$ cat src/rtl/arx_pkg.sv
// shared types, constants and register codes for the arx plant step block
package arx_pkg;

	localparam int SAMPLE_W   = 16;
	localparam int COEF_W     = 16;
	localparam int LANES      = 4;
	localparam int PROD_W     = SAMPLE_W + COEF_W;
	localparam int ACC_W      = 36;
	localparam int FRAC_SHIFT = 14;
	localparam int DELAY_W    = 4;
	localparam int CFG_DATA_W = 64;
	localparam int CFG_IDX_W  = 3;

	localparam int DEF_ORDER     = 4;
	localparam int DEF_MAX_DELAY = 8;

	localparam logic [DELAY_W-1:0]         RST_DELAY_K   = DELAY_W'(1);
	localparam logic                       RST_LIMITS_EN = 1'b1;
	localparam logic signed [SAMPLE_W-1:0] RST_LIMIT_LOW = SAMPLE_W'(-10240);
	localparam logic signed [SAMPLE_W-1:0] RST_LIMIT_HIGH = SAMPLE_W'(10240);

	typedef enum logic [CFG_IDX_W-1:0] {
		REG_A_COEFFS,
		REG_B_COEFFS,
		REG_DELAY_K,
		REG_LIMITS_ENABLE,
		REG_INPUT_LIMIT_LOW,
		REG_INPUT_LIMIT_HIGH,
		REG_OUTPUT_LIMIT_LOW,
		REG_OUTPUT_LIMIT_HIGH
	} reg_idx_t;

	typedef enum logic {
		CMD_STEP  = 1'b0,
		CMD_CLEAR = 1'b1
	} cmd_t;

	typedef struct packed {
		logic [LANES*COEF_W-1:0]     a_coeffs;
		logic [LANES*COEF_W-1:0]     b_coeffs;
		logic [DELAY_W-1:0]          delay_k;
		logic                        limits_enable;
		logic signed [SAMPLE_W-1:0]  input_limit_low;
		logic signed [SAMPLE_W-1:0]  input_limit_high;
		logic signed [SAMPLE_W-1:0]  output_limit_low;
		logic signed [SAMPLE_W-1:0]  output_limit_high;
	} cfg_t;

endpackage

$ cat src/rtl/arx_hist.sv
// input and output history lines with delay-dependent tap selection
module arx_hist #(
	parameter int ORDER     = arx_pkg::DEF_ORDER,
	parameter int MAX_DELAY = arx_pkg::DEF_MAX_DELAY
) (
	input  logic                                 clk,
	input  logic                                 arst_n,
	input  logic                                 push,
	input  logic                                 clear,
	input  logic [arx_pkg::DELAY_W-1:0]          delay_k,
	input  logic signed [arx_pkg::SAMPLE_W-1:0]  u_new,
	input  logic signed [arx_pkg::SAMPLE_W-1:0]  y_new,
	output logic signed [arx_pkg::SAMPLE_W-1:0]  u_tap [ORDER],
	output logic signed [arx_pkg::SAMPLE_W-1:0]  y_tap [ORDER]
);
	import arx_pkg::*;

	localparam int HIST_LEN = ORDER + MAX_DELAY;
	localparam int HIW      = $clog2(HIST_LEN);

	logic signed [SAMPLE_W-1:0] u_hist_q [HIST_LEN];
	logic signed [SAMPLE_W-1:0] y_hist_q [ORDER];
	logic [HIW-1:0]             koff;

	always_ff @(posedge clk or negedge arst_n) begin
		if (!arst_n) begin
			for (int j = 0; j < HIST_LEN; j++) u_hist_q[j] <= '0;
			for (int j = 0; j < ORDER; j++) y_hist_q[j] <= '0;
		end else if (clear) begin
			for (int j = 0; j < HIST_LEN; j++) u_hist_q[j] <= '0;
			for (int j = 0; j < ORDER; j++) y_hist_q[j] <= '0;
		end else if (push) begin
			for (int j = HIST_LEN - 1; j > 0; j--) u_hist_q[j] <= u_hist_q[j-1];
			for (int j = ORDER - 1; j > 0; j--) y_hist_q[j] <= y_hist_q[j-1];
			u_hist_q[0] <= u_new;
			y_hist_q[0] <= y_new;
		end
	end

	// tap offset is k-1, with k limited to 1..MAX_DELAY
	always_comb begin
		if (delay_k == '0) begin
			koff = '0;
		end else if (int'(delay_k) > MAX_DELAY) begin
			koff = HIW'(MAX_DELAY - 1);
		end else begin
			koff = HIW'(delay_k - DELAY_W'(1));
		end
	end

	always_comb begin
		for (int i = 0; i < ORDER; i++) begin
			u_tap[i] = u_hist_q[koff + HIW'(i)];
			y_tap[i] = y_hist_q[i];
		end
	end

endmodule

$ cat config.mk
export PLATFORM = sky130hd
export DESIGN_NAME = arx_hist
export DESIGN_NICKNAME = d
export VERILOG_FILES = /design/src/rtl/arx_pkg.sv /design/src/rtl/arx_hist.sv
export SDC_FILE = /design/constraint.sdc
export NUM_CORES = 1
export LEC_CHECK = 0
export BUFFER_PORTS_ARGS = -buffer_cell sky130_fd_sc_hd__buf_2
export CORE_AREA = 2 2 307 188
export CTS_BUF_LIST = sky130_fd_sc_hd__clkbuf_8
export DETAILED_ROUTE_END_ITERATION = 8
export DIE_AREA = 0 0 309 190
export GPL_TIMING_DRIVEN = 1
export SLEW_MARGIN = 20
export SYNTH_ARGS = -nofsm -noshare
export SYNTH_HDL_FRONTEND = slang
export SYNTH_SLANG_ARGS = --single-unit
$ cat constraint.sdc
create_clock -name clk -period 4.2 [get_ports clk]
set_clock_uncertainty 0.2 [all_clocks]
set_input_delay 0 -clock clk [delete_from_list [all_inputs] [get_ports clk]]
set_output_delay 0 -clock clk [all_outputs]
set_load 0.005 [all_outputs]
======== After elaboration in Yosys (flattened, before gate mapping) ========
Cells that the tools add are included.
storage, ports and cells
  register bits ........................... 256
  logic and storage cells ................. 49
operators by class
  $add $sub $neg .......................... 4
  $lt $le $gt $ge ......................... 5
  mux-type cells .......................... 18
  bitwise gates (word level) .............. 4
  reduce and logical (&&, ||, !) cells .... 2
operators by type and width
  kind                                              count
  2-to-1 mux 192 bit                                2
  binary-select mux 16 bit (select 4 bit)           4
  2-to-1 mux 16 bit                                 8
  2-to-1 mux 64 bit                                 2
  >= comparator 5 bit, second input constant        4
  NOT 4 -> 5 bit                                    4
  adder 4 x 2 -> 4 bit, second input constant       2
  2-to-1 mux 4 bit                                  2
  adder 4 x 1 -> 4 bit, second input constant       1
  > comparator 4 bit, second input constant         1
  zero test 4 bit                                   1
  subtractor 4 x 1 -> 4 bit, second input constant  1
  nonzero test 2 bit                                1

======== Depth between registers and ports, before layout ========
  word-level depth ........................ 8
  mapped depth ............................ 19
  mapped depth without buffers ............ 12

======== Least setup slack after synthesis ========
Ideal clock, no wire load.
  path type ............................... input -> output
  start point ............................. input port delay_k[0] in the netlist's numbering
  end point ............................... output port u_tap[47] in the netlist's numbering
  data arrival time ....................... 3.372 ns
  slack ................................... 0.628 ns
  cell stages on the path ................. 19
  cells stage by stage .................... buf_4 inv_1 ha_1 nor2b_1 buf_2 maj3_1 clkbuf_1 buf_2 inv_1 ha_1 buf_1 or4_1 a221o_1 o21ai_0 nor2b_1 clkbuf_2 buf_2 o211ai_1 nand3_1
RTL lines
  element          line            source
  start, declared  arx_hist.sv:10  input logic [arx_pkg::DELAY_W-1:0] delay_k,
  end, declared    arx_hist.sv:13  output logic signed [arx_pkg::SAMPLE_W-1:0] u_tap [ORDER],

==> run metrics <==
number of setup buffers added after CTS=0; Seq/Total Area, Yosys=0.386; crit path max fanout=18; Core Footprint=56,300 sq um; top-count cell post-synth=mux2i_1; Power Internal=0.00458 W; main flop type after synthesis=dfrtp_1; syn_nets=1,632; startpoint type of the worst setup path=input pin; Compound-Gate Fraction of Synth Area=0.121; kind of critical path=input pin to output port; share of layout cells above drive strength 1=0.227; Slowest cell on crit path=nor2b_2; Slew Limit Fails=0; Sink Count=256; GRT Residual Overflow=0; worst-case clock buffer depth=3; area share of the largest cell type after synthesis=0.386; max_cap viols=0; Cells after Synth=between 1,500 and 2,000; number of flops mapped to enable cells by yosys=0; post-synthesis simple-gate area fraction=0.113; most frequent cells after synthesis=315 x mux2i_1, 287 x nor2_1, 256 x dfrtp_1; status=finished, final reports clean; Clk network pwr share=0.415; PD cells=326 nW/um^2; Final WS setup=0.336 ns; Final TNS setup=0 ns; mapped cell area=approximately 17,000 sq um; fraction of registers with async set/reset=1.00; Peak VDD IR=173 uV; worst-margin pin slew=1.00 ns; Die Y=~190 um; Port Buffers=167; # setup viols final=0; Final period util=0.920; largest net degree at the start of global routing=137; initial antenna violation count=6; CTS tree=yes; Layout Nets=roughly 1,900; area delta synth->final=22.2%; slew margin rel.=0.333; largest family of logic cells by synthesized area=multiplexers; Root Driver=clkbuf_8; global-route wire length before repair=about 87,000 um; Synth area leader=dfrtp_1; worst min-delay path class=input pin to flip-flop; multiplexer area fraction after synthesis=0.327; FF/Latch Area=between 6000 and 7000 sq um; xor and xnor area share after synthesis=0.00324; Clock H-tree levels=2; Post-Place Cells=roughly 2,400; via/cell ratio=about 5.6; Worst EP arrival=3.66 ns; minimum clock period=3.86 ns; Post-Place Worst Slack=0.321 ns; Total Routing Usage GR=0.190; Total Wirelength=roughly 56,000 um; sw frac=0.306; Sw Pwr=0.00202 W; Fill cells=5,661; fin cells=about 2,600; number of global-route vias before repair=14,165; Final Hold Fails=0; critical path required time=around 4.0 ns; #FFs+latches synth=256; num rows=68; Avg Cell Area, Syn=10.5 sq um; post-route ant nets=0; Final GP Congestion=0.899; multi-input logic area=~9500 sq um; Post-Synth Adder-Cell Area=0.00430; DRC Markers=0; CP endpoint kind=output port; worst skew pair latency=0.63 ns; logic gate share of total power=0.199; post-synth cell types=59; top cells by area, synth=dfrtp_1 39%, mux2i_1 19%, mux4_2 14%, nor2_1 6.5%, nand2_1 2.8%; Clock Pin Slew Worst Setup and Hold Paths=roughly 0.060 ns; Leak=9.65 nW; vias=14,611; DR pass1 iterations=5; starting density of the core=0.295; Num CTS Buffers=46; Fmax achieved=approximately 260 MHz; Die Area=58,700 sq um; crit-path max cell delay=0.47 ns; io pins=168; Sequential Power Share=0.386; routed length per instance=about 22 um; unrepaired setup endpoints after global routing=no; Critical Path, Cell by Cell=buf_2, inv_1, ha_1, nor2b_2, nor2_8, inv_2, ha_1, or4_1, a221o_1, o21ai_0, nor2b_2, buf_4, a22oi_1, nand2_1, buf_2; post-DP HPWL=35,500 um; initial drt markers=1,687; Warnings, synthesis=0; Die X=309 um
## final cells by class
cell class	instances	area share
Clock buffer	62	0.0421
Multi-Input combinational cell	1176	0.467
Antenna cell	1	0.000123
Clock inverter	22	0.0101
Tap cell	770	0.0475
Sequential cell	256	0.316
Inverter	7	0.00154
Timing Repair Buffer	319	0.116
## cell usage in the layout, fill, tap and decap left out, types with 4 or more instances in the layout
master | Yosys | layout
buf_2 | 28 | 164
buf_4 | 10 | 44
a221oi_1 | 34 | 34
bufinv_16 | 0 | 4
clkbuf_8 | 0 | 63
nand2_1 | 125 | 124
a211oi_1 | 9 | 9
a211o_1 | 4 | 4
o2bb2ai_1 | 16 | 16
dlygate4sd3_1 | 0 | 101
a22oi_1 | 31 | 31
clkinv_2 | 0 | 5
a21o_1 | 16 | 16
o22ai_1 | 18 | 18
nor2b_1 | 5 | 4
dfrtp_1 | 256 | 256
nand3_1 | 28 | 28
o21ai_0 | 39 | 39
o211ai_1 | 8 | 8
a21oi_1 | 56 | 56
mux2i_1 | 315 | 315
buf_12 | 2 | 6
inv_1 | 5 | 16
mux4_2 | 101 | 101
a221o_1 | 10 | 10
o32a_1 | 16 | 16
nor2_1 | 287 | 286
a31oi_1 | 12 | 12
## repair_timing
action / CTS / global route
endpoints found under the setup margin: 0 / 1
hold buffers: 101 / 0
gates resized for setup: 0 / 1
hold endpoints to repair: 307 / 0
## path summary, 6_finish.rpt
path / startpoint / to / slack, ns / cells after the start
worst max-delay path: delay_k[0] / u_tap[44] / 0.34 / 15
worst min-delay path: u_new[13] / u_hist_q[189] / 0.03 / 4
worst max register to register: u_hist_q[182] / u_hist_q[182] / 2.04 / 4
worst min register to register: y_tap[8] / y_tap[8] / 0.32 / 2
max in group asynchronous: arst_n / y_tap[43] / 2.17 / 5
min in group asynchronous: arst_n / u_hist_q[2] / 0.24 / 3
## power by group through the flow
stage | Combinational [W] | Sequential [W] | Clock, W
global route | 0.00140 | 0.00255 | 0.00293
floorplan | 0.000763 | 0.00258 | 0
global placement | 0.00120 | 0.00259 | 0
CTS | 0.00130 | 0.00255 | 0.00282
detailed placement | 0.00121 | 0.00259 | 0
finish | 0.00131 | 0.00255 | 0.00274
## kinds of logic after synthesis
| kind of cell | Yosys count |
|---|---|
| AO/OA/AOI/OAI | 284 |
| XOR/XNOR | 4 |
| adder cells (fa/ha/maj) | 6 |
| buffers and inverters | 156 |
| flip-flops | 256 |
| multiplexers | 416 |
| AND/OR/NAND/NOR | 466 |
## critical path, delay by kind of cell
kind,cells,cell delay [ns]
buffers and inverters,5,0.83
adders and majority gates,2,0.64
and+or+nand+nor,5,1.64
AOI/OAI and AO/OA,3,0.54
## per-layer routing
metal | vias to the layer above | global-route usage | part of all wire
li1 | 6325 | - | -
met1 | 7354 | 0.263 | 0.43
met2 | 808 | 0.281 | 0.44
met3 | 124 | 0.0570 | 0.098
met4 | 0 | 0.0633 | 0.028
met5 | - | 0 | 0
## registers in the layout, indices dropped and copies added, names as in the netlist
name	flops
u_hist_q	192
y_tap	64
## through the flow
stage | cell area (sq um) | utilization | hold slack, ns | power (W)
floorplan | 16600 | - | -0.496 | 0.00334
global placement | 18200 | 0.323 | 0.0124 | 0.00379
detailed placement | 18200 | 0.323 | 0.0310 | 0.00380
CTS | 20200 | 0.359 | 0.0155 | 0.00667
global route | 20300 | 0.360 | 0.0740 | 0.00688
finish | 20300 | 0.360 | 0.0284 | 0.00660
Note: power is estimated with default switching activity, not from simulation.
