--- config.mk ---
export PLATFORM = sky130hd
export DESIGN_NAME = arx_cfg
export DESIGN_NICKNAME = d
export VERILOG_FILES = /design/src/rtl/arx_pkg.sv /design/src/rtl/arx_cfg.sv
export SDC_FILE = /design/constraint.sdc
export NUM_CORES = 1
export LEC_CHECK = 0
export ABC_CLOCK_PERIOD_IN_PS = 800
export BUFFER_PORTS_ARGS = -buffer_cell sky130_fd_sc_hd__buf_2
export CORE_MARGIN = 2
export CORE_UTILIZATION = 25
export CTS_BUF_LIST = sky130_fd_sc_hd__clkbuf_16
export DETAILED_ROUTE_END_ITERATION = 12
export MAX_ROUTING_LAYER = met4
export PLACE_DENSITY = 0.56
export SLEW_MARGIN = 10
export SYNTH_ARGS = -nofsm -noshare
export SYNTH_HDL_FRONTEND = slang
export SYNTH_SLANG_ARGS = --single-unit
--- constraint.sdc ---
create_clock -name clk -period 0.8 [get_ports clk]
set_input_delay 0.08 -clock clk [delete_from_list [all_inputs] [get_ports clk]]
set_output_delay 0.08 -clock clk [all_outputs]
set_load 0.01 [all_outputs]
--- src/rtl/arx_pkg.sv ---
// shared types, constants and register codes for the arx plant step block
package arx_pkg;

	localparam int SAMPLE_W   = 16;
	localparam int COEF_W     = 16;
	localparam int LANES      = 4;
	localparam int PROD_W     = SAMPLE_W + COEF_W;
	localparam int ACC_W      = 36;
	localparam int FRAC_SHIFT = 14;
	localparam int DELAY_W    = 4;
	localparam int CFG_DATA_W = 64;
	localparam int CFG_IDX_W  = 3;

	localparam int DEF_ORDER     = 4;
	localparam int DEF_MAX_DELAY = 8;

	localparam logic [DELAY_W-1:0]         RST_DELAY_K   = DELAY_W'(1);
	localparam logic                       RST_LIMITS_EN = 1'b1;
	localparam logic signed [SAMPLE_W-1:0] RST_LIMIT_LOW = SAMPLE_W'(-10240);
	localparam logic signed [SAMPLE_W-1:0] RST_LIMIT_HIGH = SAMPLE_W'(10240);

	typedef enum logic [CFG_IDX_W-1:0] {
		REG_A_COEFFS,
		REG_B_COEFFS,
		REG_DELAY_K,
		REG_LIMITS_ENABLE,
		REG_INPUT_LIMIT_LOW,
		REG_INPUT_LIMIT_HIGH,
		REG_OUTPUT_LIMIT_LOW,
		REG_OUTPUT_LIMIT_HIGH
	} reg_idx_t;

	typedef enum logic {
		CMD_STEP  = 1'b0,
		CMD_CLEAR = 1'b1
	} cmd_t;

	typedef struct packed {
		logic [LANES*COEF_W-1:0]     a_coeffs;
		logic [LANES*COEF_W-1:0]     b_coeffs;
		logic [DELAY_W-1:0]          delay_k;
		logic                        limits_enable;
		logic signed [SAMPLE_W-1:0]  input_limit_low;
		logic signed [SAMPLE_W-1:0]  input_limit_high;
		logic signed [SAMPLE_W-1:0]  output_limit_low;
		logic signed [SAMPLE_W-1:0]  output_limit_high;
	} cfg_t;

endpackage

--- src/rtl/arx_cfg.sv ---
// configuration register file of the arx plant step block
module arx_cfg (
	input  logic                           clk,
	input  logic                           arst_n,
	input  logic                           cfg_wen,
	input  logic [arx_pkg::CFG_IDX_W-1:0]  cfg_index,
	input  logic [arx_pkg::CFG_DATA_W-1:0] cfg_data,
	output arx_pkg::cfg_t                  cfg
);
	import arx_pkg::*;

	cfg_t cfg_q;

	always_ff @(posedge clk or negedge arst_n) begin
		if (!arst_n) begin
			cfg_q.a_coeffs          <= '0;
			cfg_q.b_coeffs          <= '0;
			cfg_q.delay_k           <= RST_DELAY_K;
			cfg_q.limits_enable     <= RST_LIMITS_EN;
			cfg_q.input_limit_low   <= RST_LIMIT_LOW;
			cfg_q.input_limit_high  <= RST_LIMIT_HIGH;
			cfg_q.output_limit_low  <= RST_LIMIT_LOW;
			cfg_q.output_limit_high <= RST_LIMIT_HIGH;
		end else if (cfg_wen) begin
			unique case (cfg_index)
				REG_A_COEFFS:          cfg_q.a_coeffs <= cfg_data[LANES*COEF_W-1:0];
				REG_B_COEFFS:          cfg_q.b_coeffs <= cfg_data[LANES*COEF_W-1:0];
				REG_DELAY_K:           cfg_q.delay_k <= cfg_data[DELAY_W-1:0];
				REG_LIMITS_ENABLE:     cfg_q.limits_enable <= cfg_data[0];
				REG_INPUT_LIMIT_LOW:   cfg_q.input_limit_low <= cfg_data[SAMPLE_W-1:0];
				REG_INPUT_LIMIT_HIGH:  cfg_q.input_limit_high <= cfg_data[SAMPLE_W-1:0];
				REG_OUTPUT_LIMIT_LOW:  cfg_q.output_limit_low <= cfg_data[SAMPLE_W-1:0];
				REG_OUTPUT_LIMIT_HIGH: cfg_q.output_limit_high <= cfg_data[SAMPLE_W-1:0];
				default: ;
			endcase
		end
	end

	assign cfg = cfg_q;

endmodule

Yosys cells after proc, flatten, opt, wreduce, memory -nomap -nowiden
Cells that the tools add are included.
{ "totals": {"inputBits": 70, "output_inout_bits": 197, "ff_bits": 197, "word_cells": 24} }
{ "op_classes": {"eq_ne": 7, "reduce_logical": 9} }
{ "ops": {"columns": ["cell", "count"], "rows": [
  ["2-bit AND reduction", 8],
  ["3-bit == test, second input constant", 4],
  ["3-bit by 2-bit == test with 1-bit output, second input constant", 2],
  ["3-bit by 1-bit == test with 1-bit output, second input constant", 1],
  ["3-bit logical NOT", 1]
]} }

Logic depth before layout (Yosys ltp)
Gate-level depths: netlist (run 1).
{ "depth": {"ltp_word": 2, "depth_mapped": 5, "mapped_depth_nobuf": 2} }

Worst setup path after synthesis (run 1)
No wires, ideal clock.
{ "synth_timing": {"kind": "input to register", "start": "in cfg_index[0] (netlist name)", "end": "reg cfg_q (netlist bit cfg[133])", "cell_stages": 5, "setup_time_ps": 125, "arrival_ps": 1125, "path_buffers": 3, "setup_slack_ps": -450, "required_ps": 675, "cell_sequence": "buf_6 nor4b_4 buf_6 buf_12 mux2_4"} }
{ "synth_between": {"elab_chain_cells": 2} }
{ "synth_lines": {"columns": ["item", "line", "source"], "rows": [
  ["start: declaration", "arx_cfg.sv:6", "input logic [arx_pkg::CFG_IDX_W-1:0] cfg_index,"],
  ["3-bit logical NOT", "arx_cfg.sv:25", "unique case (cfg_index)"],
  ["2-bit AND reduction (no line)", null, null],
  ["end: declaration", "arx_cfg.sv:12", "cfg_t cfg_q;"]
]} }
Every way passes these cells.
A chain may end at the register's enable or synchronous reset.

Worst setup path after layout (run 1)
{ "layout_timing": {"start": "reg cfg_q (netlist bit cfg[45])", "end": "out cfg[45] (netlist name)"} }
{ "layout_rtl": {"columns": ["item", "line", "source"], "rows": [
  ["end: declaration", "arx_cfg.sv:8", "output arx_pkg::cfg_t cfg"]
]} }
No word-level cell between the ends.

==> impl_results.html, run 1 <==
<table>
<tr><th>Metric</th><th>Value</th></tr>
<tr><th colspan="2">Outcome</th></tr>
<tr><td>Status</td><td>complete, but fails checks</td></tr>
<tr><td>Violated checks</td><td>setup timing</td></tr>
<tr><th colspan="2">Clock network</th></tr>
<tr><td>Number of buffers on the longest clock path</td><td>2</td></tr>
<tr><td>Number of CTS-inserted buffers</td><td>17</td></tr>
<tr><td>Clock latency on the worst-skew pair</td><td>430 ps</td></tr>
<tr><td>Clock transition at the register clock pins on the worst setup and hold paths after CTS</td><td>80 ps</td></tr>
<tr><td>CTS H-tree depth</td><td>4</td></tr>
<tr><td>Clock tree from TritonCTS</td><td>yes</td></tr>
<tr><td>Total number of clock tree sinks</td><td>197</td></tr>
<tr><td>Cell at the root of the clock tree</td><td>clkbuf_16</td></tr>
<tr><th colspan="2">Min path</th></tr>
<tr><td>Type of the worst min-delay path</td><td>in -&gt; reg</td></tr>
<tr><td>Cell depth of the worst hold path</td><td>2</td></tr>
<tr><td>Hold Crit Endpoint</td><td>cfg[66]</td></tr>
<tr><td>Critical hold path startpoint</td><td>cfg_data[1]</td></tr>
<tr><th colspan="2">Routing</th></tr>
<tr><td>DRC violations left</td><td>0</td></tr>
<tr><td>Residual antenna-violating net count after detailed routing</td><td>0</td></tr>
<tr><td>Vias</td><td>5541</td></tr>
<tr><td>TritonRoute pass-1 iters</td><td>4</td></tr>
<tr><td>Avg Vias per Cell</td><td>4.14</td></tr>
<tr><td>Number of DRC violations after detailed-routing iteration 0</td><td>144</td></tr>
<tr><td>Post-detailed-route wirelength per cell</td><td>18.4 um</td></tr>
<tr><td>Total wirelength of the detailed-routed design</td><td>24700 um</td></tr>
<tr><th colspan="2">Floorplan</th></tr>
<tr><td>Total core area</td><td>0.0317 mm^2</td></tr>
<tr><td>Die X-Extent</td><td>184 um</td></tr>
<tr><td>Number of I/O pins</td><td>267</td></tr>
<tr><td>Die footprint</td><td>0.0338 mm^2</td></tr>
<tr><td>Height of the chip</td><td>184 um</td></tr>
<tr><td>Row Count</td><td>65</td></tr>
<tr><td>Effective utilization at floorplan</td><td>0.255</td></tr>
<tr><th colspan="2">Power and ir drop</th></tr>
<tr><td>Switching share of power</td><td>0.282</td></tr>
<tr><td>Lkg Pwr</td><td>6.67 nW</td></tr>
<tr><td>Switching Power</td><td>9.72 mW</td></tr>
<tr><td>Portion of total power attributed to sequential cells</td><td>0.402</td></tr>
<tr><td>Power Density</td><td>2500 mW/mm^2</td></tr>
<tr><td>Clk network pwr share</td><td>0.258</td></tr>
<tr><td>Power Internal</td><td>24.7 mW</td></tr>
<tr><td>Peak supply drop</td><td>1.40 mV</td></tr>
<tr><td>Gate power share</td><td>0.340</td></tr>
<tr><th colspan="2">Logic synthesis</th></tr>
<tr><td>Count of state elements after synthesis</td><td>197</td></tr>
<tr><td>Share of synthesized area occupied by flip-flops and latches</td><td>0.611</td></tr>
<tr><td>Synth Instances</td><td>425</td></tr>
<tr><td>Synth unique cells</td><td>15</td></tr>
<tr><td>Net count of the mapped netlist</td><td>495</td></tr>
<tr><td>Post-synthesis area per instance</td><td>19.0 um^2</td></tr>
<tr><td>Synthesized area</td><td>0.00810 mm^2</td></tr>
<tr><td>Number of warning messages in the yosys log</td><td>0</td></tr>
<tr><th colspan="2">Place</th></tr>
<tr><td>Global placer's final weighted congestion</td><td>0.727</td></tr>
<tr><td>DP Area</td><td>0.0103 mm^2</td></tr>
<tr><td>Post-DP HPWL</td><td>14600 um</td></tr>
<tr><td>Buffers added on ports</td><td>266</td></tr>
<tr><td>Placed instance count</td><td>1116</td></tr>
<tr><th colspan="2">Timing</th></tr>
<tr><td>Highest achievable clock rate</td><td>851 MHz</td></tr>
<tr><td>Setup ws final</td><td>-375 ps</td></tr>
<tr><td>Layout Skew</td><td>0 ps</td></tr>
<tr><td>Time the worst path needs with I/O delays and setup</td><td>1180 ps</td></tr>
<tr><td>Worst slew margin relative to its limit</td><td>0.803</td></tr>
<tr><td>Count of pins over their slew limit</td><td>0</td></tr>
<tr><td>Fraction of the cycle the final worst path needs</td><td>1.47</td></tr>
<tr><td>Final hold violations</td><td>0</td></tr>
<tr><td>Final setup TNS</td><td>-65910 ps</td></tr>
<tr><td>Unrepaired setup endpoints after global routing</td><td>yes</td></tr>
<tr><td>Count of final setup violators</td><td>369</td></tr>
<tr><td>Pin slew with the least headroom to its limit</td><td>296 ps</td></tr>
<tr><td>Final hold slack</td><td>27.5 ps</td></tr>
<tr><th colspan="2">Setup path</th></tr>
<tr><td>Crit-path max cell delay</td><td>550 ps</td></tr>
<tr><td>Number of buffers and inverters on the critical path</td><td>1</td></tr>
<tr><td>Category of the worst setup path capture point</td><td>output pin</td></tr>
<tr><td>Crit path max-delay cell type</td><td>dfstp_2</td></tr>
<tr><td>Kind of start point of the critical path</td><td>flop</td></tr>
<tr><td>Largest delay contributor family on the critical path</td><td>flip-flops</td></tr>
<tr><td>Critical R2R Launch</td><td>cfg[131]</td></tr>
<tr><td>Critical-path maximum fanout</td><td>2</td></tr>
<tr><td>Arrival time worst endpoint</td><td>1100 ps</td></tr>
<tr><td>Reg-to-reg endpoint</td><td>cfg[131]</td></tr>
<tr><td>CP required</td><td>720 ps</td></tr>
<tr><td>Reg-to-reg slack, setup</td><td>-110 ps</td></tr>
<tr><td>Crit path kind</td><td>reg -&gt; out</td></tr>
<tr><td>List of cells traversed by the critical path</td><td>buf_6</td></tr>
<tr><td>Cell count of the worst reg-to-reg path</td><td>2</td></tr>
<tr><td>Launch point of the worst path</td><td>cfg[45]</td></tr>
<tr><th colspan="2">Finish</th></tr>
<tr><td>Total inserted antenna cells</td><td>0</td></tr>
<tr><td>Layout Nets</td><td>995</td></tr>
<tr><td>Final Core Density</td><td>0.434</td></tr>
<tr><td>Area delta synth-&gt;final</td><td>70.1%</td></tr>
<tr><td>Final Non-Filler Cells</td><td>1340</td></tr>
<tr><td>Share of cells above drive strength 1</td><td>0.733</td></tr>
<tr><td>Leading cell type in the layout, fill and taps excluded</td><td>dfrtp_1</td></tr>
<tr><td>Most frequent cells in the layout</td><td>dfrtp_1, buf_2, buf_6, mux2_4, dlygate4sd3_1</td></tr>
<tr><td>Post-route standard cell area excluding fillers</td><td>0.0138 mm^2</td></tr>
<tr><td>Max FFs per register</td><td>197</td></tr>
<tr><th colspan="2">Job</th></tr>
<tr><td>Max-cap violation count</td><td>0</td></tr>
<tr><th colspan="2">Global routing</th></tr>
<tr><td>Via count of the first global-routing pass</td><td>5976</td></tr>
<tr><td>Maximum number of pins on one net before global-route repair</td><td>55</td></tr>
<tr><td>GR Overflow Total</td><td>0</td></tr>
<tr><td>Aggregate global-route resource usage</td><td>0.146</td></tr>
<tr><td>Antenna violations before repair</td><td>0</td></tr>
<tr><td>Global-route wire length before repair</td><td>35900 um</td></tr>
</table>
-- per-stage QoR --
stage	worst slack, ps	power [mW]
floorplan	-445	17.8
global placement	-564	21.3
detailed placement	-582	21.5
CTS	-423	33.3
global route	-436	36.2
finish	-375	34.5
-- synth_stat cells --
cell type	number	area, um^2
and4bb_1	1	12.5
and4bb_2	2	25.0
buf_12	12	240
buf_2	3	15.0
buf_4	1	7.51
buf_6	7	78.8
dfrtp_1	183	4580
dfstp_2	14	368
mux2_1	7	78.8
mux2_2	68	766
mux2_4	122	1830
nand4_2	1	12.5
nand4b_1	1	8.76
nand4b_4	2	47.6
nor4b_4	1	23.8
-- routing by layer --
metal	vias up	part of all wire	global-route usage
li1	2505	-	-
met1	2862	0.42	0.168
met2	149	0.52	0.247
met3	25	0.048	0.0384
met4	0	0.017	0.0499
met5	-	0	-
-- area by class of cell --
| class | count | area (um^2) |
|---|---|---|
| Clock buffer | 17 | 425 |
| Clock inverter | 15 | 165 |
| Fill cell | 2778 | 18000 |
| Multi-Input combinational cell | 205 | 2980 |
| Sequential cell | 197 | 4950 |
| Tap cell | 402 | 503 |
| Timing Repair Buffer | 504 | 4750 |
-- worst max path at each step --
stage | end | slack, ps | cells after the start
after floorplan | cfg[133] | -450 | 5
after global placement | cfg[152] | -560 | 5
after detailed placement | cfg[153] | -580 | 5
after CTS | cfg[59] | -420 | 1
after global routing | cfg[59] | -440 | 1
final | cfg[45] | -380 | 1
-- power groups by stage --
stage | registers (mW) | clock network [mW] | logic (mW)
global route | 14.1 | 9.63 | 12.4
finish | 13.9 | 8.89 | 11.7
detailed placement | 13.6 | 0 | 7.83
CTS | 13.6 | 9.18 | 10.6
global placement | 13.6 | 0 | 7.72
floorplan | 14.6 | 0 | 3.16
-- worst reg2reg max path: stages, from the launching register on --
cell and delay (ps):
dfrtp_1 410, buf_4 140, mux2_4 260
-- logic make-up after synthesis --
logic type	after synthesis	synth area share
DFF	197	0.611
muxes	197	0.331
and+or+nand+nor	8	0.0161
buffers and inverters	23	0.0422
-- timing repair --
| item | 4_1_cts | 5_1_grt |
|---|---|---|
| endpoints found under the hold margin | 386 | 0 |
| endpoints found under the setup margin | 339 | 367 |
| pin swaps | 4 | 3 |
| cloned | 13 | 1 |
| hold buffers | 64 | 0 |
| buffers inserted | 91 | 57 |
| resized for setup | 143 | 118 |
Power figures use the tool's default switching activity.
==> inputs of run 2 (changes only) <==
--- a/config.mk
+++ b/config.mk
@@ -13,6 +13,7 @@
 export DETAILED_ROUTE_END_ITERATION = 12
 export MAX_ROUTING_LAYER = met4
 export PLACE_DENSITY = 0.56
+export REMOVE_ABC_BUFFERS = 1
 export SLEW_MARGIN = 10
 export SYNTH_ARGS = -nofsm -noshare
 export SYNTH_HDL_FRONTEND = slang
==> run 2 against run 1 <==
Against the previous run:
- the run still ends with setup timing left
- hold slack improved by 49 ps
- via count increased by 0.38%
- highest routed layer unchanged
- wire length fell by 0.84%
==> impl_results.html, run 2 (synthesis gave the netlist of run 1 again) <==
<table>
<tr><th>Metric</th><th>Value</th></tr>
<tr><th colspan="2">Global routing</th></tr>
<tr><td>Aggregate global-route resource usage</td><td>0.148 (was 0.146)</td></tr>
<tr><td>Via count of the first global-routing pass</td><td>6073 (was 5976)</td></tr>
<tr><td>Maximum number of pins on one net before global-route repair</td><td>43 (was 55)</td></tr>
<tr><td>Antenna violations before repair</td><td>1 (was 0)</td></tr>
<tr><td>GR Overflow Total</td><td>0 (unchanged)</td></tr>
<tr><td>Global-route wire length before repair</td><td>36200 um (was 35900 um)</td></tr>
<tr><th colspan="2">Power and ir drop</th></tr>
<tr><td>Power Density</td><td>2480 mW/mm^2 (was 2500 mW/mm^2)</td></tr>
<tr><td>Peak supply drop</td><td>1.47 mV (was 1.40 mV)</td></tr>
<tr><td>Lkg Pwr</td><td>6.58 nW (was 6.67 nW)</td></tr>
<tr><th colspan="2">Routing</th></tr>
<tr><td>Post-detailed-route wirelength per cell</td><td>18.2 um (was 18.4 um)</td></tr>
<tr><td>Total wirelength of the detailed-routed design</td><td>24500 um (was 24700 um)</td></tr>
<tr><td>Met2 wire len</td><td>11800 um (was 12800 um)</td></tr>
<tr><td>Top routing layer in use</td><td>met4 (unchanged)</td></tr>
<tr><td>Number of DRC violations after detailed-routing iteration 0</td><td>146 (was 144)</td></tr>
<tr><td>DRC violations left</td><td>0 (unchanged)</td></tr>
<tr><td>Wire length on met3</td><td>1850 um (was 1180 um)</td></tr>
<tr><td>Residual antenna-violating net count after detailed routing</td><td>0 (unchanged)</td></tr>
<tr><td>Met1 WL</td><td>10500 um (was 10200 um)</td></tr>
<tr><td>Vias</td><td>5562 (was 5541)</td></tr>
<tr><td>TritonRoute pass-1 iters</td><td>4 (unchanged)</td></tr>
<tr><td>Avg Vias per Cell</td><td>4.13 (was 4.14)</td></tr>
<tr><th colspan="2">Timing</th></tr>
<tr><td>Highest achievable clock rate</td><td>849 MHz (was 851 MHz)</td></tr>
<tr><td>Pin slew with the least headroom to its limit</td><td>276 ps (was 296 ps)</td></tr>
<tr><td>Setup ws final</td><td>-378 ps (was -375 ps)</td></tr>
<tr><td>Layout Skew</td><td>0 ps (unchanged)</td></tr>
<tr><td>Count of pins over their slew limit</td><td>0 (unchanged)</td></tr>
<tr><td>Worst slew margin relative to its limit</td><td>0.816 (was 0.803)</td></tr>
<tr><td>Time the worst path needs with I/O delays and setup</td><td>1180 ps (about the same)</td></tr>
<tr><td>Final hold violations</td><td>0 (unchanged)</td></tr>
<tr><td>Unrepaired setup endpoints after global routing</td><td>yes (unchanged)</td></tr>
<tr><td>Fraction of the cycle the final worst path needs</td><td>1.47 (about the same)</td></tr>
<tr><td>Count of final setup violators</td><td>373 (was 369)</td></tr>
<tr><th colspan="2">Finish</th></tr>
<tr><td>Max FFs per register</td><td>197 (unchanged)</td></tr>
<tr><td>Final Core Density</td><td>0.430 (was 0.434)</td></tr>
<tr><td>Area delta synth-&gt;final</td><td>68.3% (was 70.1%)</td></tr>
<tr><td>Leading cell type in the layout, fill and taps excluded</td><td>dfrtp_1 (unchanged)</td></tr>
<tr><td>Most frequent cells in the layout</td><td>dfrtp_1, buf_2, buf_6, mux2_4, buf_4 (was dfrtp_1, buf_2, buf_6, mux2_4, dlygate4sd3_1)</td></tr>
<tr><td>Share of cells above drive strength 1</td><td>0.732 (was 0.733)</td></tr>
<tr><td>Layout Nets</td><td>1001 (was 995)</td></tr>
<tr><th colspan="2">Min path</th></tr>
<tr><td>Type of the worst min-delay path</td><td>in -&gt; async (was in -&gt; reg)</td></tr>
<tr><th colspan="2">Place</th></tr>
<tr><td>Post-DP HPWL</td><td>14200 um (was 14600 um)</td></tr>
<tr><td>Buffers added on ports</td><td>266 (unchanged)</td></tr>
<tr><td>Global placer's final weighted congestion</td><td>0.745 (was 0.727)</td></tr>
<tr><td>Placement-stage worst setup slack</td><td>-628 ps (was -582 ps)</td></tr>
<tr><th colspan="2">Setup path</th></tr>
<tr><td>Category of the worst setup path capture point</td><td>output pin (unchanged)</td></tr>
<tr><td>Kind of start point of the critical path</td><td>flop (unchanged)</td></tr>
<tr><td>CP required</td><td>720 ps (about the same)</td></tr>
<tr><td>Arrival time worst endpoint</td><td>1100 ps (about the same)</td></tr>
<tr><td>Crit path kind</td><td>reg -&gt; out (unchanged)</td></tr>
<tr><td>Critical-path maximum fanout</td><td>2 (unchanged)</td></tr>
<tr><th colspan="2">Clock network</th></tr>
<tr><td>Number of buffers on the longest clock path</td><td>2 (unchanged)</td></tr>
<tr><td>Cell at the root of the clock tree</td><td>clkbuf_16 (unchanged)</td></tr>
<tr><td>Clock tree from TritonCTS</td><td>yes (unchanged)</td></tr>
<tr><td>CTS H-tree depth</td><td>4 (unchanged)</td></tr>
<tr><td>Clock transition at the register clock pins on the worst setup and hold paths after CTS</td><td>80 ps (about the same)</td></tr>
<tr><td>Clock latency on the worst-skew pair</td><td>440 ps (was 430 ps)</td></tr>
<tr><td>Total number of clock tree sinks</td><td>197 (unchanged)</td></tr>
<tr><td>Number of CTS-inserted buffers</td><td>17 (unchanged)</td></tr>
<tr><th colspan="2">Floorplan</th></tr>
<tr><td>Row Count</td><td>65 (unchanged)</td></tr>
<tr><td>Effective utilization at floorplan</td><td>0.255 (unchanged)</td></tr>
<tr><td>Number of I/O pins</td><td>267 (unchanged)</td></tr>
<tr><td>Total core area</td><td>0.0317 mm^2 (unchanged)</td></tr>
<tr><td>Die X-Extent</td><td>184 um (unchanged)</td></tr>
<tr><td>Height of the chip</td><td>184 um (unchanged)</td></tr>
<tr><td>Die footprint</td><td>0.0338 mm^2 (unchanged)</td></tr>
<tr><th colspan="2">Outcome</th></tr>
<tr><td>Status</td><td>complete, but fails checks (unchanged)</td></tr>
<tr><td>Violated checks</td><td>setup timing (unchanged)</td></tr>
<tr><th colspan="2">Job</th></tr>
<tr><td>Max-cap violation count</td><td>0 (unchanged)</td></tr>
</table>
## run 2: layout make-up
cell class | count | area [um^2]
Sequential cell | 197 | 4950
Tap cell | 402 | 503
Fill cell | 2770 | 18100
Antenna cell | 1 | 2.50
Clock inverter | 15 | 141
Timing Repair Buffer | 510 | 4680
Multi-Input combinational cell | 205 | 2920
Clock buffer | 17 | 425
## run 2: worst max-delay path, stage by stage, from the launching register on
cell,delay [ps]
dfrtp_1,410
buf_6,130
buf_6,110
## run 2: timing repair
action	4_1_cts	5_1_grt
setup endpoints to repair	336	344
hold buffers	66	0
endpoints found under the hold margin	394	0
buffers inserted	93	66
gates cloned	10	0
pin swaps	2	3
gates resized for setup	152	99
## run 2: metal layers
| metal | vias up | GRT usage |
|---|---|---|
| li1 | 2522 | - |
| met1 | 2818 | 0.173 |
| met2 | 199 | 0.240 |
| met3 | 23 | 0.0563 |
| met4 | 0 | 0.0368 |
| met5 | - | - |
## run 2: metrics by stage
stage / setup TNS (ps) / power, mW / hold WS, ps / instances / instance area [um^2]
global placement: -97270 / 21.1 / -56.0 / 1124 / 10300
finish: -68460 / 33.8 / 76.2 / 1347 / 13600
global route: -80020 / 35.5 / 59.9 / 1347 / 13600
detailed placement: -100670 / 21.2 / -56.5 / 1124 / 10300
CTS: -70920 / 32.7 / 42.2 / 1325 / 13200
floorplan: -344630 / 17.5 / -216 / 402 / 7750
## run 2: power by group
| group | switching [mW] | internal (mW) | leakage [nW] |
|---|---|---|---|
| clock network | 4.30 | 4.13 | 0.276 |
| logic | 3.95 | 7.57 | 3.96 |
| registers | 1.55 | 12.3 | 2.34 |
## run 2: final timing paths
| check | slack [ps] | depth (start not counted) | end | start |
|---|---|---|---|---|
| min in group clk | 170 | 4 | cfg[64] | cfg_wen |
| worst max register to register | -130 | 2 | cfg[190] | cfg[190] |
| worst min-delay path | 80 | 2 | cfg[137] | arst_n |
| max in group asynchronous | 150 | 4 | cfg[66] | arst_n |
| worst min register to register | 510 | 1 | cfg[14] | cfg[14] |
| worst max-delay path | -380 | 2 | cfg[150] | cfg[150] |
